`src/wmf_pkg.sv`:
```
// Shared types, constants and register codes of the window median filter.
package wmf_pkg;

  // Default build values.
  localparam int DEF_WIN_W     = 3;
  localparam int DEF_WIN_H     = 3;
  localparam int DEF_MAX_WIDTH = 1024;
  localparam int MAX_HEIGHT    = 4096;

  // Register fields and reset values.
  localparam int WIDTH_BITS  = 11;
  localparam int HEIGHT_BITS = 13;
  localparam logic [WIDTH_BITS-1:0]  WIDTH_RESET  = 11'd640;
  localparam logic [HEIGHT_BITS-1:0] HEIGHT_RESET = 13'd480;

  // Depth of the window queue between front and back.
  localparam int QUEUE_DEPTH = 4;

  // Register index codes (byte address bit 2).
  typedef enum logic {
    REG_WIDTH  = 1'b0,
    REG_HEIGHT = 1'b1
  } reg_idx_t;

  // Frame geometry as programmed.
  typedef struct packed {
    logic [WIDTH_BITS-1:0]  width;
    logic [HEIGHT_BITS-1:0] height;
  } cfg_t;

endpackage

```
`src/wmf_cfg.sv`:
```
// Configuration register bank with an APB-style slave port.
module wmf_cfg (
  input  logic           clk,
  input  logic           rst_n,
  input  logic           psel,
  input  logic           penable,
  input  logic           pwrite,
  input  logic [2:0]     paddr,
  input  logic [31:0]    pwdata,
  output logic [31:0]    prdata,
  output logic           pready,
  output wmf_pkg::cfg_t  cfg
);
  import wmf_pkg::*;

  logic [WIDTH_BITS-1:0]  width_r;
  logic [HEIGHT_BITS-1:0] height_r;
  logic                   wr_en;
  reg_idx_t               idx;

  assign pready = 1'b1;
  assign idx    = reg_idx_t'(paddr[2]);
  assign wr_en  = psel && penable && pwrite;

  // Register writes.
  always_ff @(posedge clk) begin
    if (!rst_n) begin
      width_r  <= WIDTH_RESET;
      height_r <= HEIGHT_RESET;
    end else if (wr_en && paddr[1:0] == 2'b00) begin
      case (idx)
        REG_WIDTH:  width_r  <= pwdata[WIDTH_BITS-1:0];
        REG_HEIGHT: height_r <= pwdata[HEIGHT_BITS-1:0];
        default: ;
      endcase
    end
  end

  // Read mux.
  always_comb begin
    prdata = '0;
    if (paddr[1:0] == 2'b00) begin
      case (idx)
        REG_WIDTH:  prdata = {{(32-WIDTH_BITS){1'b0}}, width_r};
        REG_HEIGHT: prdata = {{(32-HEIGHT_BITS){1'b0}}, height_r};
        default:    prdata = '0;
      endcase
    end
  end

  assign cfg.width  = width_r;
  assign cfg.height = height_r;

endmodule

```
`config.mk`:
```
export PLATFORM = sky130hd
export DESIGN_NAME = wmf_cfg
export DESIGN_NICKNAME = d
export VERILOG_FILES = /design/src/wmf_pkg.sv /design/src/wmf_cfg.sv
export SDC_FILE = /design/constraint.sdc
export NUM_CORES = 1
export LEC_CHECK = 0
export ABC_AREA = 0
export BUFFER_PORTS_ARGS = -buffer_cell sky130_fd_sc_hd__buf_2
export CAP_MARGIN = 20
export CORE_ASPECT_RATIO = 1.75
export CORE_MARGIN = 2
export CORE_UTILIZATION = 45
export CTS_BUF_LIST = sky130_fd_sc_hd__clkbuf_8
export CTS_CLUSTER_SIZE = 10
export DETAILED_ROUTE_END_ITERATION = 10
export HOLD_SLACK_MARGIN = 0.1
export PLACE_DENSITY = 0.95
export SKIP_CTS_REPAIR_TIMING = 1
export SLEW_MARGIN = 20
export SYNTH_ARGS = -nofsm -noshare
export SYNTH_HDL_FRONTEND = slang
export SYNTH_SLANG_ARGS = --single-unit
export TNS_END_PERCENT = 20
```
`constraint.sdc`:
```
create_clock -name clk -period 1.77 [get_ports clk]
set_input_delay 0.177 -clock clk [delete_from_list [all_inputs] [get_ports clk]]
set_output_delay 0.177 -clock clk [all_outputs]
set_load 0.02 [all_outputs]
```
==> out/summary.txt <==
placement row count = 26
metal2 WL = 1.53 mm
Post-Synth Simple-Gate Area = 0.230
Critical Path End Type = output pin
number of setup violations in the final report = 0
routed len/inst = 11.8 um
commonest non-fill, non-tap cell in the layout = buf_2
commonest cells after routing, fill and taps aside = buf_2 (57), mux2i_1 (32), nand2_1 (30)
Post-Synth XOR/XNOR Area = 0
number of global-route vias before repair = 1,004
worst setup path class = input pin to output pin
CP max stage delay = 0.51 ns
Die Ht = 76.7 um
Die ar. = 3500 um2
wl on met1 = 1.04 mm
crit path max fanout = 18
Seq cells post-synth = 24
post-synthesis compound-gate area fraction = 0.0110
Setup crit start kind = input pin
mean post-synth cell area = 8.89 um2
min-delay worst type = input pin to register
Slew Viols, Final = 0
WHS = 0.157 ns
fillers = 276
WP depth = 4
Cell variety after synth = 20
top_reg_cell synth = dfxtp_1
DRC errors left = 0
post-route clock period utilization = 0.764
RSZ-0062 raised after global routing = no
largest net degree at the start of global routing = 25
I/O Pins = 97
mux cell area share after synthesis = 0.236
core area = 2900 um2
RePlAce Congestion = 0.715
GRT Util Overall = 0.170
Netlist Area Pre-Place = 1360 um2
Ys Warns = 0
worst-case vdd ir drop = 0.559 mV
CTS max path bufs = 2
setup TNS = 0 ns
worst setup path startpoint = paddr[1]
global-route wire length before repair = 4.44 mm
Reg-to-Reg Start = width_r[7]$_SDFFE_PN1P_
normalized max-slew margin = 0.483
Power Density = 725 nW/um2
DRT Wirelength = 2.75 mm
flop2flop setup slack = 1.14 ns
CP arrival = 1.18 ns
drt pass-1 iters = 3
WP data required = 1.59 ns
TritonCTS clock tree = done
Async S/R FF share, synth = 0
CP most frequent cell = buf_2
main combinational cell family by area after synthesis = multiplexers
Least-Margin Pin Slew = 0.776 ns
DR top layer = met4
fraction of layout cells with a size suffix above 1 = 0.324
Final #Nets = 245
Layout Skew = 0 ns
status = finished clean
Fmax = 0.739 GHz
Antenna Nets Post-Route = 0
Largest delay share family, worst path = simple AND/OR/NAND/NOR gates
worst skew pair latency = 0.26 ns
Root Buffer = clkbuf_8
adder-cell share of the synthesized area = 0
Hold Path End = height_r[11]$_SDFFE_PN0P_
FF-to-FF path depth = 2
number of synthesized flops with an enable pin = 0
total CTS buffers = 3
Initial Utilization = 0.470
clock-pin slew on the worst setup and hold paths = 0.08 ns
Max Cap Viol = 0
IO buf count = 57
r2r endpoint = width_r[7]$_SDFFE_PN1P_
Initial DRC Count = 4
final hold vios = 0
CTS sink count = 24
DP HPWL = 2.11 mm
sequential-to-total area share from yosys stat = 0.353
synthesis-to-layout area growth = 18.7%
Die X = 45.6 um
vias = 1,135
H-tree lvl count = 1
Hold Path Depth = 3
DR vias/cell = 4.89
hold wc startpoint = pwdata[11]
Leak Pwr = 0.898 nW
min Tclk post-route = 1.35 ns
cell count after synthesis = 153
initial antenna violation count = 0
diode count = 0
worst path bufs/invs = 2
Slowest cell on crit path = or2_1
met3 WL = 124 um
crit path cell chain = buf_2 > or2_1 > nor2_1 > buf_2
total congestion overflow = 0
report_power, final:
group / internal [mW] / switching (mW) / total, mW
combinational: 0.0462 / 0.109 / 0.155
sequential: 0.544 / 0.00307 / 0.547
clock: 0.302 / 0.167 / 0.469
registers in the layout, indices dropped and copies added (netlist names):
| signal | flops |
|---|---|
| width_r | 11 |
| height_r | 13 |
stage by stage:
step	cells	utilization	instance area, um2	power, mW	worst slack [ns]
6_report	232	0.557	1610	1.17	0.418
5_1_grt	232	0.557	1610	1.23	0.308
4_1_cts	232	0.557	1610	1.19	0.399
3_5_place_dp	228	0.533	1540	0.715	0.296
3_3_place_gp	228	0.533	1540	0.713	0.337
2_1_floorplan	171	-	1430	0.709	0.585
cells by family (layout without fill, tap and decap cells):
family	after synthesis	count (layout)
buf+inv	32	65
other cells	2	20
flops	24	24
mux	32	32
compound gates	3	3
simple gates	60	60
worst max path at each step:
stage	to
2_1_floorplan	prdata[10]
3_3_place_gp	height_r[7]$_SDFFE_PN1P_
3_5_place_dp	height_r[12]$_SDFFE_PN0P_
4_1_cts	prdata[3]
5_1_grt	prdata[10]
6_report	prdata[3]
Yosys cell counts, types with 3 or more instances:
cell,number,area share
buf_2,5,0.018
o21ai_0,3,0.011
mux2i_1,32,0.24
nand2_1,30,0.083
inv_1,3,0.0083
nand3b_1,3,0.017
buf_4,20,0.11
dfxtp_1,24,0.35
nor3_1,3,0.011
buf_6,3,0.025
nor2b_1,5,0.023
nor2_1,12,0.033
worst min-delay path, cell delays in order:
cell	delay (ns)
buf_2	0.10
nand2_1	0.05
mux2i_1	0.05
area by class of cell:
type | instances | area (um2) | area share
sequential | 24 | 480 | 0.298
clock buffer | 3 | 41.3 | 0.0256
multi-input combinational | 115 | 723 | 0.448
timing repair buffer | 58 | 293 | 0.181
tap | 28 | 35.0 | 0.0217
clock inverter | 1 | 30.0 | 0.0186
inverter | 3 | 11.3 | 0.00698
metal layers:
layer / vias up / global-route usage
met1: 529 / 0.177
met2: 45 / 0.310
met3: 4 / 0.0212
met4: 0 / 0.0794
li1: 557 / -
met5: - / 0
Note: power is estimated with default switching activity, not from simulation.
