[src/wmf_pkg.sv]
// Shared types, constants and register codes of the window median filter.
package wmf_pkg;

  // Default build values.
  localparam int DEF_WIN_W     = 3;
  localparam int DEF_WIN_H     = 3;
  localparam int DEF_MAX_WIDTH = 1024;
  localparam int MAX_HEIGHT    = 4096;

  // Register fields and reset values.
  localparam int WIDTH_BITS  = 11;
  localparam int HEIGHT_BITS = 13;
  localparam logic [WIDTH_BITS-1:0]  WIDTH_RESET  = 11'd640;
  localparam logic [HEIGHT_BITS-1:0] HEIGHT_RESET = 13'd480;

  // Depth of the window queue between front and back.
  localparam int QUEUE_DEPTH = 4;

  // Register index codes (byte address bit 2).
  typedef enum logic {
    REG_WIDTH  = 1'b0,
    REG_HEIGHT = 1'b1
  } reg_idx_t;

  // Frame geometry as programmed.
  typedef struct packed {
    logic [WIDTH_BITS-1:0]  width;
    logic [HEIGHT_BITS-1:0] height;
  } cfg_t;

endpackage

[src/wmf_queue.sv]
// Short FIFO of windows between front and back.
module wmf_queue #(
  parameter int DW    = 73,
  parameter int DEPTH = wmf_pkg::QUEUE_DEPTH
) (
  input  logic                       clk,
  input  logic                       rst_n,
  input  logic                       wr,
  input  logic [DW-1:0]              wdata,
  input  logic                       rd,
  output logic [DW-1:0]              rdata,
  output logic                       nonempty,
  output logic [$clog2(DEPTH+1)-1:0] count
);
  localparam int AW = (DEPTH > 1) ? $clog2(DEPTH) : 1;

  logic [DW-1:0] mem [DEPTH];
  logic [AW-1:0] wp_r, rp_r;
  logic [$clog2(DEPTH+1)-1:0] cnt_r;
  logic          do_rd;

  assign do_rd    = rd && (cnt_r != '0);
  assign nonempty = (cnt_r != '0);
  assign rdata    = mem[rp_r];
  assign count    = cnt_r;

  // Pointers and fill count.
  always_ff @(posedge clk) begin
    if (!rst_n) begin
      wp_r  <= '0;
      rp_r  <= '0;
      cnt_r <= '0;
    end else begin
      if (wr) wp_r <= (wp_r == AW'(DEPTH - 1)) ? '0 : wp_r + 1'b1;
      if (do_rd) rp_r <= (rp_r == AW'(DEPTH - 1)) ? '0 : rp_r + 1'b1;
      cnt_r <= cnt_r + (wr ? 1'b1 : 1'b0) - (do_rd ? 1'b1 : 1'b0);
    end
  end

  always_ff @(posedge clk) begin
    if (wr) mem[wp_r] <= wdata;
  end

endmodule

[config.mk]
export PLATFORM = sky130hd
export DESIGN_NAME = wmf_queue
export DESIGN_NICKNAME = d
export VERILOG_FILES = /design/src/wmf_pkg.sv /design/src/wmf_queue.sv
export SDC_FILE = /design/constraint.sdc
export NUM_CORES = 1
export LEC_CHECK = 0
export BUFFER_PORTS_ARGS = -buffer_cell sky130_fd_sc_hd__clkbuf_2
export CAP_MARGIN = 20
export CORE_MARGIN = 3
export CORE_UTILIZATION = 55
export CTS_BUF_LIST = sky130_fd_sc_hd__clkbuf_4 sky130_fd_sc_hd__clkbuf_8
export CTS_CLUSTER_DIAMETER = 60
export DETAILED_ROUTE_END_ITERATION = 8
export PLACE_DENSITY = 0.74
export SLEW_MARGIN = 20
export SYNTH_ARGS = -nofsm -noshare
export SYNTH_HDL_FRONTEND = slang
export SYNTH_SLANG_ARGS = --single-unit
[constraint.sdc]
create_clock -name clk -period 3.46 [get_ports clk]
set_clock_uncertainty 0.2 [all_clocks]
set_input_delay 0.519 -clock clk [delete_from_list [all_inputs] [get_ports clk]]
set_output_delay 0.519 -clock clk [all_outputs]
set_load 0.005 [all_outputs]
==> flow_summary.yaml <==
worst_setup_path:
  timing.critical_path.required_ns: 2.74
  timing.critical_path.from_type: "register"
  critPathMaxFanout: 29
  setup.worst_path.class: "register to output pin"
  crit_path_cell_trace: "buf_4, mux4_2, clkbuf_2"
  highest_delay_cell_along_the_critical_path: "mux4_2"
  critical_path.max_stage_delay_ns: 0.62
  cp.arrival_ns: 2.17
  cp_top_family: "buffers and inverters"
  critPathCaptureType: "output pin"
  timing.critical_path.buf_inv: 2
drt:
  drt-initial-drc-count: 216
  antenna_violating_nets_post_route: 0
  firstDrtPassIters: 6
  via_per_inst: 5.325
  routed_wl_um: 20070
  route.detailed.drc: 0
  detailroute.via_count: 5256
  wl_per_cell_um: 20.34
global_route:
  grt_pass1_wl_um: 31950
  grt_usage: 0.1894
  antenna_found_initial: 1
  first_global_vias: 5947
  grt_start_max_net_pins: 52
  total_grt_overflow: 0
yosys:
  synth_xor_xnor_area_share: 0.002035
  netlist-cell-type-count: 21
  postSynthRegisterBits: 301
  synth-simple-area-share: 0.007574
  post_synthesis_net_count: 510
  syn_inst: 425
  synth_top_family_by_area: "multiplexers"
  synth_compound_gate_area_share: 0.001243
  postSynthAreaPerCell_um2: 26.04
  ys.warnings.count: 0
  synthesis.area_mm2: 0.01107
  synth.area.mux_share: 0.1516
  synth_sequential_area_ratio: 0.8085
  synth_fa_ha_area_frac: 0.009722
sta:
  transition_time_at_the_pin_with_the_least_slew_margin_ns: 0.8229
  rsz0062_at_grt: "false"
  layout_min_cycle_time_ns: 2.893
  max_freq_mhz: 345.6
  timing.final.hold_violations: 0
  finalSetupViolations: 0
  timing_max_transition_violations_final: 0
  slew_headroom: 0.4514
  min_period_over_period: 0.8362
  final.setup.tns_ns: 0
cells_and_area:
  most_frequent_standard_cell_in_the_layout_excluding_fill_and_tap_cells: "edfxtp_1"
  num-fill-cells: 1216
  finalCoreUtilization: 0.6967
  seq_area_mm2: 0.008956
  finish.net_count: 773
  layout.cells.most_common_list: "edfxtp_1 (292), clkbuf_2 (153), mux4_2 (72), dlygate4sd3_1 (68), clkbuf_8 (47)"
  multi_input_area_mm2: 0.001916
  syn_to_final_growth_pct: 23.32
  fin_cells: 987
  drive_gt1_frac: 0.4272
clock_tree:
  clock_slew_seen_by_the_registers_of_the_worst_setup_and_hold_paths_ns: 0.06
  clock_latency_ns: 0.53
  cts_resized: 0
  tritoncts: "built"
  cts_root_buffer: "clkbuf_8"
  cts.sink_count: 301
  cts.path.max_buffers: 3
  tritoncts.num_buffers: 46
  ctsHtreeMaxLevel: 2
placement:
  gp_routability_congestion: 0.7096
  dp_hpwl_um: 11730
  placedCellCount: 837
  buffer_ports.inserted: 153
job:
  max-cap-violations: 0
die:
  die_area_mm2: 0.02186
  placement_rows: 51
  floorplan.io_pins: 154
  floorplan.initialDensity: 0.5650
  floorplan.die.height_um: 147.9
  placeableCoreArea_mm2: 0.01959
  dieWidth_um: 147.9
power:
  cellLeakagePower_nw: 4.731
  power.ir.vdd_worst_v: 0.0004594
  power_density_mw_per_mm2: 619.7
  report.power.total_mw: 8.458
min_path:
  hold_class: "primary input to register"
run_status:
  run_status: "finished clean"
## path summary, 6_finish.rpt
| path | endpoint | start | slack (ns) | cells after the start |
|---|---|---|---|---|
| worst max-delay path | rdata[8] | register | 0.57 | 3 |
| worst min-delay path | mem[3][30] | wdata[30] | 0.03 | 1 |
| worst max register to register | count[2] | count[1] | 1.19 | 8 |
| worst min register to register | register | rp_r[1] | 0.28 | 2 |
## kinds of logic (layout without fill, tap and decap cells)
logic type / count (synthesis) / count (layout)
flip-flops: 301 / 301
other: 0 / 1
AND/OR/NAND/NOR: 15 / 15
multiplexers: 76 / 76
buffers and inverters: 22 / 318
adder cells (fa/ha/maj): 8 / 8
AO/OA/AOI/OAI: 2 / 2
XOR/XNOR: 1 / 1
## cell type report
type,instances,share of cell area
sequential,301,0.6562
multi-input combinational,102,0.1403
timing repair buffer,231,0.1151
clock buffer,56,0.05234
inverter,6,0.001650
clock inverter,25,0.009900
antenna,1,0.0001833
tap,265,0.02429
## metrics by stage
| stage | instance area, um2 | hold slack (ns) | worst slack [ns] |
|---|---|---|---|
| 2_1_floorplan | 11070 | 0.2608 | 0.5761 |
| 5_1_grt | 13650 | 0.01135 | 0.4185 |
| 3_3_place_gp | 12120 | 0.2635 | 1.096 |
| 6_report | 13650 | 0.02974 | 0.5667 |
| 3_5_place_dp | 12120 | 0.2952 | 1.082 |
| 4_1_cts | 13650 | 0.001513 | 0.4947 |
## metal layers
metal | track usage | up-vias | wire length, um
met4 | 0.06374 | 0 | 437
met2 | 0.3118 | 155 | 10060
li1 | - | 2362 | -
met1 | 0.2532 | 2703 | 8315
met5 | 0 | - | 0
met3 | 0.04782 | 36 | 1263
## repair_timing
item / CTS / global route
endpoints found under the hold margin: 270 / 0
hold buffers: 68 / 0
buffers inserted: 0 / 0
## registers in the layout, summed over array words and instances (netlist names), named ones only
| register | cells |
|---|---|
| count | 3 |
| mem | 292 |
| rp_r | 2 |
| wp_r | 2 |
## where the power goes
part	switching [mW]	leakage, nW	internal (mW)
combinational	0.665	1.53	0.828
sequential	0.0928	2.76	4.18
clock	1.26	0.442	1.43
total	2.02	4.73	6.44
## Yosys cell counts, drive strengths merged
cell type	count	area share
o31a	1	0.00079
nand2b	1	0.00057
ha	7	0.0079
clkbuf	1	0.00045
fa	1	0.0018
dfxtp	9	0.016
nand2	3	0.0010
xnor3	1	0.0020
mux4	73	0.15
a21oi	1	0.00045
mux2i	3	0.0027
and2	5	0.0028
or3	1	0.00057
inv	6	0.0020
nor2	3	0.0010
or3b	2	0.0016
edfxtp	292	0.79
buf	15	0.017
Note: power is estimated with default switching activity, not from simulation.
