===== src/wmf_sort.sv =====
// Back end: odd-even transposition sorting pipeline, median at its end.
module wmf_sort #(
  parameter int N = 9
) (
  input  logic           clk,
  input  logic           rst_n,
  input  logic           in_v,
  input  logic [N*8-1:0] in_win,
  input  logic           in_last,
  output logic           take,
  output logic           out_v,
  output logic [7:0]     median,
  output logic           last,
  input  logic           pop
);
  logic       adv;
  logic       v_r    [N];
  logic       lst_r  [N];
  logic [7:0] st_r   [N][N];
  logic [7:0] st_in  [N][N];
  logic [7:0] st_out [N][N];

  // The whole pipeline moves unless a finished item waits at the end.
  assign adv  = !v_r[N-1] || pop;
  assign take = adv && in_v;

  always_comb begin
    for (int e = 0; e < N; e++) st_in[0][e] = in_win[e*8 +: 8];
    for (int k = 1; k < N; k++) st_in[k] = st_r[k-1];
  end

  // One compare-exchange layer per stage, alternating pair offsets.
  always_comb begin
    for (int k = 0; k < N; k++) begin
      st_out[k] = st_in[k];
      for (int e = k % 2; e + 1 < N; e += 2) begin
        if (st_in[k][e] > st_in[k][e+1]) begin
          st_out[k][e]   = st_in[k][e+1];
          st_out[k][e+1] = st_in[k][e];
        end
      end
    end
  end

  always_ff @(posedge clk) begin
    if (!rst_n) begin
      for (int k = 0; k < N; k++) v_r[k] <= 1'b0;
    end else if (adv) begin
      v_r[0] <= in_v;
      for (int k = 1; k < N; k++) v_r[k] <= v_r[k-1];
    end
  end

  always_ff @(posedge clk) begin
    if (adv) begin
      st_r     <= st_out;
      lst_r[0] <= in_last;
      for (int k = 1; k < N; k++) lst_r[k] <= lst_r[k-1];
    end
  end

  assign out_v  = v_r[N-1];
  assign median = st_r[N-1][N/2];
  assign last   = lst_r[N-1];

endmodule


===== config.mk =====
export PLATFORM = sky130hd
export DESIGN_NAME = wmf_sort
export DESIGN_NICKNAME = d
export VERILOG_FILES = /design/src/wmf_sort.sv
export SDC_FILE = /design/constraint.sdc
export NUM_CORES = 1
export LEC_CHECK = 0
export BUFFER_PORTS_ARGS = -buffer_cell sky130_fd_sc_hd__buf_2
export CAP_MARGIN = 25
export CORE_AREA = 2 2 210 367
export CTS_CLUSTER_SIZE = 28
export DETAILED_ROUTE_END_ITERATION = 10
export DIE_AREA = 0 0 212 369
export GPL_TIMING_DRIVEN = 0
export PLACE_DENSITY = 0.53
export SLEW_MARGIN = 0
export SYNTH_ARGS = -nofsm -noshare
export SYNTH_HDL_FRONTEND = slang
export SYNTH_SLANG_ARGS = --single-unit

===== constraint.sdc =====
create_clock -name clk -period 26.9 [get_ports clk]
set_input_delay 4.035 -clock clk [delete_from_list [all_inputs] [get_ports clk]]
set_output_delay 4.035 -clock clk [all_outputs]
set_load 0.01 [all_outputs]

==> results of run 1 <==
## metal layers
layer,GRT usage,up-vias,routed length [um]
li1,-,9028,-
met1,0.144,8927,20700
met2,0.316,438,34500
met3,0.0207,164,1990
met4,0.0856,0,3240
met5,0,-,0
## state kept, by name (all words and copies together), names as in the netlist
| name | flops |
|---|---|
| st_in | 448 |
| lst_r | 9 |
| v_r | 9 |
| median | 8 |
## power by group
group	internal [uW]	switching, uW	leakage [uW]
Combinational	987	1120	0.00673
Clock	373	283	0.000756
Sequential	1260	334	0.00491
Total	2620	1740	0.0124
## logic make-up after synthesis
logic type	after synthesis	synth area share
fa+ha+maj	240	0.109
simple gates	189	0.0403
compound gates	751	0.184
buf+inv	321	0.0500
flops	474	0.516
mux	246	0.100
## per-stage QoR
step	cell area, um2	hold slack [ns]
floorplan	27600	0.400
global placement	29300	0.401
detailed placement	29500	0.406
CTS	31000	0.416
global route	31000	0.424
finish	31000	0.416
## layout by cell type (no fill, tap or decap), drive strengths merged, types with 10 or more instances in the layout
| cell | synthesis | layout |
|---|---|---|
| o21a | 35 | 35 |
| nor2 | 26 | 26 |
| nand2 | 52 | 52 |
| buf | 49 | 143 |
| ha | 240 | 240 |
| edfxtp | 474 | 474 |
| clkbuf | 19 | 75 |
| a21oi | 255 | 255 |
| o211ai | 21 | 21 |
| inv | 253 | 256 |
| o22ai | 309 | 309 |
| clkinv | 0 | 25 |
| mux2 | 246 | 246 |
| o32a | 26 | 26 |
| and2 | 10 | 10 |
| nor2b | 21 | 21 |
| o21ai | 70 | 70 |
| nand4 | 60 | 60 |
| a31oi | 26 | 26 |
## path summary, 6_finish.rpt
path / slack, ns / to / start
min: 0.42 / lst_r[3][0]$_DFFE_PN_ / lst_r[2][1]$_DFFE_PN_
max reg2reg: 24.31 / st_in[525]$_DFFE_PN_ / v_r[0][8]$_SDFFCE_PN0P_
max: 17.37 / take / pop
min reg2reg: 0.42 / lst_r[3][0]$_DFFE_PN_ / lst_r[2][1]$_DFFE_PN_
## layout make-up
class	count	share of cell area
flip-flops and latches	474	0.459
multi-input cells	1426	0.386
well taps	1012	0.0408
clock buffers	56	0.0404
inverters	253	0.0306
repair buffers	94	0.0200
plain buffers	68	0.0140
clock inverters	33	0.00916
==> flow_metrics.env, run 1 <==
export IMPL_post_route_util=0.413
export IMPL_die_h_um=369
export IMPL_ff_latch_area_mm2=0.0142
export IMPL_cp_buffers_inverters=4
export IMPL_p_per_area_mw_per_mm2=141
export IMPL_synth_common_cells="edfxtp_1, a21oi_1, inv_1"
export IMPL_setup_viol_count_final=0
export IMPL_whs_path_depth=0
export IMPL_worstPathRequired_ns=22.86
export IMPL_max_slew_margin=0.466
export IMPL_hold_class="reg -> reg"
export IMPL_tightest_slew_ns=0.801
export IMPL_syn_area_per_cell_um2=12.4
export IMPL_ant_nets=0
export IMPL_finalMaxSlewViolations=0
export IMPL_postCtsSetupRepairBufs=0
export IMPL_synth_edf_count=474
export IMPL_clk_latency_ns=0.60
export IMPL_arrival_ns=5.50
export IMPL_ys_warn_count=0
export IMPL_multi_input_comb_area_mm2=0.0120
export IMPL_first_pass_iters=5
export IMPL_max_stage_delay_ns=0.65
export IMPL_fin_crit_sh=0.354
export IMPL_clk_pin_slew_ns=0.06
export IMPL_viasPerCell=5.43
export IMPL_htree_levels=2
export IMPL_pre_cts_ws_ns=17.28
export IMPL_max_freq_mhz=105
export IMPL_die_w_um=212
export IMPL_crit_slowest_cell="clkbuf_4"
export IMPL_path_max_fanout=70
export IMPL_area_growth_pct=12.4
export IMPL_path_cells="buf_2, nand2b_1, clkbuf_4, buf_16, and2_1, buf_2"
export IMPL_grt_antenna_before_repair=0
export IMPL_core_area_mm2=0.0751
export IMPL_cp_top_family="buffers and inverters"
export IMPL_hold_viol_final=0
export IMPL_io_pins=88
export IMPL_place_hpwl_um=45400
export IMPL_grt_pass1_wl_um=98100
export IMPL_period_needed_ns=9.53
export IMPL_setup_tns_ns=0
export IMPL_rsz0062_at_grt="false"
export IMPL_via_count=18600
export IMPL_cts_tree="built"
export IMPL_synthArstFlopShare=0
export IMPL_port_buffers=87
export IMPL_synthCells=2221
export IMPL_fillers=7031
export IMPL_layout_nets=2683
export IMPL_drc=0
export IMPL_rows=133
export IMPL_grt_overflow_total=0
export IMPL_peakVddDrop_mv=0.0572
export IMPL_p_leak_uw=0.0124
export IMPL_crit_top_cell="buf_2"
export IMPL_ctsResizeCount=0
export IMPL_total_power_uw=4360
export IMPL_critical_path_class="in -> out"
export IMPL_synth_top_cells_by_area="edfxtp_1, ha_1, mux2_2"
export IMPL_yosys_most_used_dff="edfxtp_1"
export IMPL_cts_hold_buffers=0
export IMPL_clockBufferDepth=3
export IMPL_syn_num_nets=2538
export IMPL_grt_pass1_vias=19500
export IMPL_dp_cells=3327
export IMPL_grtUsageTotal=0.155
export IMPL_finalClockSkew_ns=0.0142
export IMPL_max_cap_viol_count=0
export IMPL_setup_ws_ns=17.37
export IMPL_synthesis_area_mm2=0.0276
export IMPL_layout_cells_non_filler=3416
export IMPL_first_iter_violations=761
export IMPL_synth_top_cell_area_share=0.516
export IMPL_diodes=0
export IMPL_yosysMostFrequentCell="edfxtp_1"
export IMPL_yosys_cell_types_count=30
export IMPL_wl_per_cell_um=17.7
export IMPL_critPathLaunchType="input port"
export IMPL_drt_wl_total_um=60400
export IMPL_endpoint_kind="primary output"
export IMPL_dieArea_mm2=0.0782
export IMPL_crit_cells=6
export IMPL_cts_sinks=474
export IMPL_drive_gt1_frac=0.241
export IMPL_reg2regPathDepth=5
export IMPL_numCtsBuffers=49
export IMPL_ys_ff_latch=474
export IMPL_yosysSeqAreaShare=0.516
export IMPL_cts_root_buffer="clkbuf_16"
export IMPL_start_util=0.368
export IMPL_gp_congestion=0.862
export IMPL_post_synth_top_area_cell="edfxtp_1"
export IMPL_grt_max_degree=71
export IMPL_status="finished, final reports clean"
(Power assumes the default switching activity.)
==> run 2, diff against run 1 <==
- PLACE_DENSITY: 0.53 -> 0.55
- clock period: 26.9 -> 8.7 ns (I/O delays scaled with it)
==> run 2 against run 1 <==
Hold slack gained 0.00071 ns. Power rose to 3.1 times the previous value. Final cell count down 0.23%. Clock skew up 0.0074 ns. Register-to-register slack worse by 18 ns. Design area rose by 0.16%. Routed wire length shrank 0.58%. Flip-flop and latch count did not move.
==> flow_metrics.env, run 2 (synthesis gave the netlist of run 1 again) <==
export IMPL_p_per_area_mw_per_mm2=439
export IMPL_setup_tns_ns=0
export IMPL_diodes=0
export IMPL_peakVddDrop_mv=0.147
export IMPL_worstPathRequired_ns=7.39
export IMPL_period_needed_ns=3.37
export IMPL_fillers=6988
export IMPL_r2r_start="v_r[0][8]$_SDFFCE_PN0P_"
export IMPL_max_cap_viol_count=0
export IMPL_first_pass_iters=5
export IMPL_viasPerCell=5.48
export IMPL_total_power_uw=13600
export IMPL_first_iter_violations=795
export IMPL_reg2reg_slack_ns=5.89
export IMPL_layout_common_cells="edfxtp_1, a21oi_1, inv_1"
export IMPL_setup_ws_ns=5.33
export IMPL_hold_viol_final=0
export IMPL_drive_gt1_frac=0.242
export IMPL_io_pins=88
export IMPL_place_hpwl_um=44400
export IMPL_tightest_slew_ns=1.20
export IMPL_grt_antenna_before_repair=0
export IMPL_rows=133
export IMPL_arrival_ns=2.06
export IMPL_cts_hold_buffers=0
export IMPL_largest_reg_flops=448
export IMPL_grt_max_degree=189
export IMPL_core_area_mm2=0.0751
export IMPL_p_leak_uw=0.0124
export IMPL_clk_latency_ns=0.61
export IMPL_max_freq_mhz=297
export IMPL_wl_per_cell_um=17.6
export IMPL_status="finished, final reports clean"
export IMPL_drt_wl_total_um=60000
export IMPL_htree_levels=2
export IMPL_max_slew_margin=0.200
export IMPL_numCtsBuffers=48
export IMPL_cts_sinks=474
export IMPL_pre_cts_ws_ns=4.61
export IMPL_min_from="st_in[572]$_DFFE_PN_"
export IMPL_endpoint_kind="primary output"
export IMPL_rsz0062_at_grt="false"
export IMPL_clockBufferDepth=3
export IMPL_critical_path_class="in -> out"
export IMPL_dieArea_mm2=0.0782
export IMPL_die_w_um=212
export IMPL_layout_nets=2678
export IMPL_grtUsageTotal=0.155
export IMPL_postCtsSetupRepairBufs=0
export IMPL_grt_pass1_wl_um=98100
export IMPL_clk_pin_slew_ns=0.06
export IMPL_ant_nets=0
export IMPL_ctsResizeCount=0
export IMPL_drc=0
export IMPL_finalClockSkew_ns=0.0216
export IMPL_die_h_um=369
export IMPL_grt_pass1_vias=19500
export IMPL_setup_viol_count_final=0
export IMPL_area_growth_pct=12.6
export IMPL_finalMaxSlewViolations=0
export IMPL_cts_tree="built"
export IMPL_port_buffers=87
export IMPL_path_max_fanout=14
export IMPL_cts_root_buffer="clkbuf_16"
export IMPL_fin_crit_sh=0.387
export IMPL_grt_overflow_total=0
export IMPL_via_count=18700
export IMPL_final_common_cell="edfxtp_1"
export IMPL_cp_startpoint="pop"
export IMPL_start_util=0.368
export IMPL_critPathLaunchType="input port"
export IMPL_gp_congestion=0.900
export IMPL_hold_class="reg -> reg"
==> run 2: layer usage <==
| metal | global-route usage | wire length (um) |
|---|---|---|
| met2 | 0.318 | 34700 |
| met3 | 0.0189 | 1800 |
| met5 | 0 | 0 |
| met1 | 0.144 | 20500 |
| met4 | 0.0798 | 2990 |
==> run 2: final timing paths <==
kind                                to  cells past startpoint
setup / recovery                  take                      5
hold / removal    st_in[500]$_DFFE_PN_                      0
setup reg to reg  st_in[514]$_DFFE_PN_                      5
hold reg to reg   st_in[500]$_DFFE_PN_                      0
==> run 2: per-stage QoR <==
| stage | util | instance area (um2) | std cells | hold WS [ns] |
|---|---|---|---|---|
| after global routing | 0.414 | 31100 | 3408 | 0.423 |
| after global placement | 0.390 | 29300 | 3320 | 0.401 |
| after CTS | 0.414 | 31100 | 3408 | 0.421 |
| after detailed placement | 0.392 | 29400 | 3323 | 0.405 |
| after floorplan | - | 27600 | 2221 | 0.400 |
| final | 0.414 | 31100 | 3408 | 0.417 |
==> run 2: final cells by class <==
cell class                 count  area (um2)  area share
multi-input combinational   1426       12000       0.386
buffer                        68         450      0.0145
sequential                   474       14200       0.458
clock buffer                  53        1240      0.0400
tap                         1012        1270      0.0408
clock inverter                32         429      0.0138
timing repair buffer          90         518      0.0167
inverter                     253         950      0.0306
==> run 2: where the power goes <==
group          leakage [uW]  switching (uW)  internal (uW)
Sequential          0.00491            1030           3910
Clock              0.000806             905           1300
Combinational       0.00669            3450           3050
==> run 2: critical path: stages <==
cell and delay, ns:
buf_2 0.10, nand2b_1 0.17, clkbuf_16 0.19, and2_1 0.16, buf_2 0.13
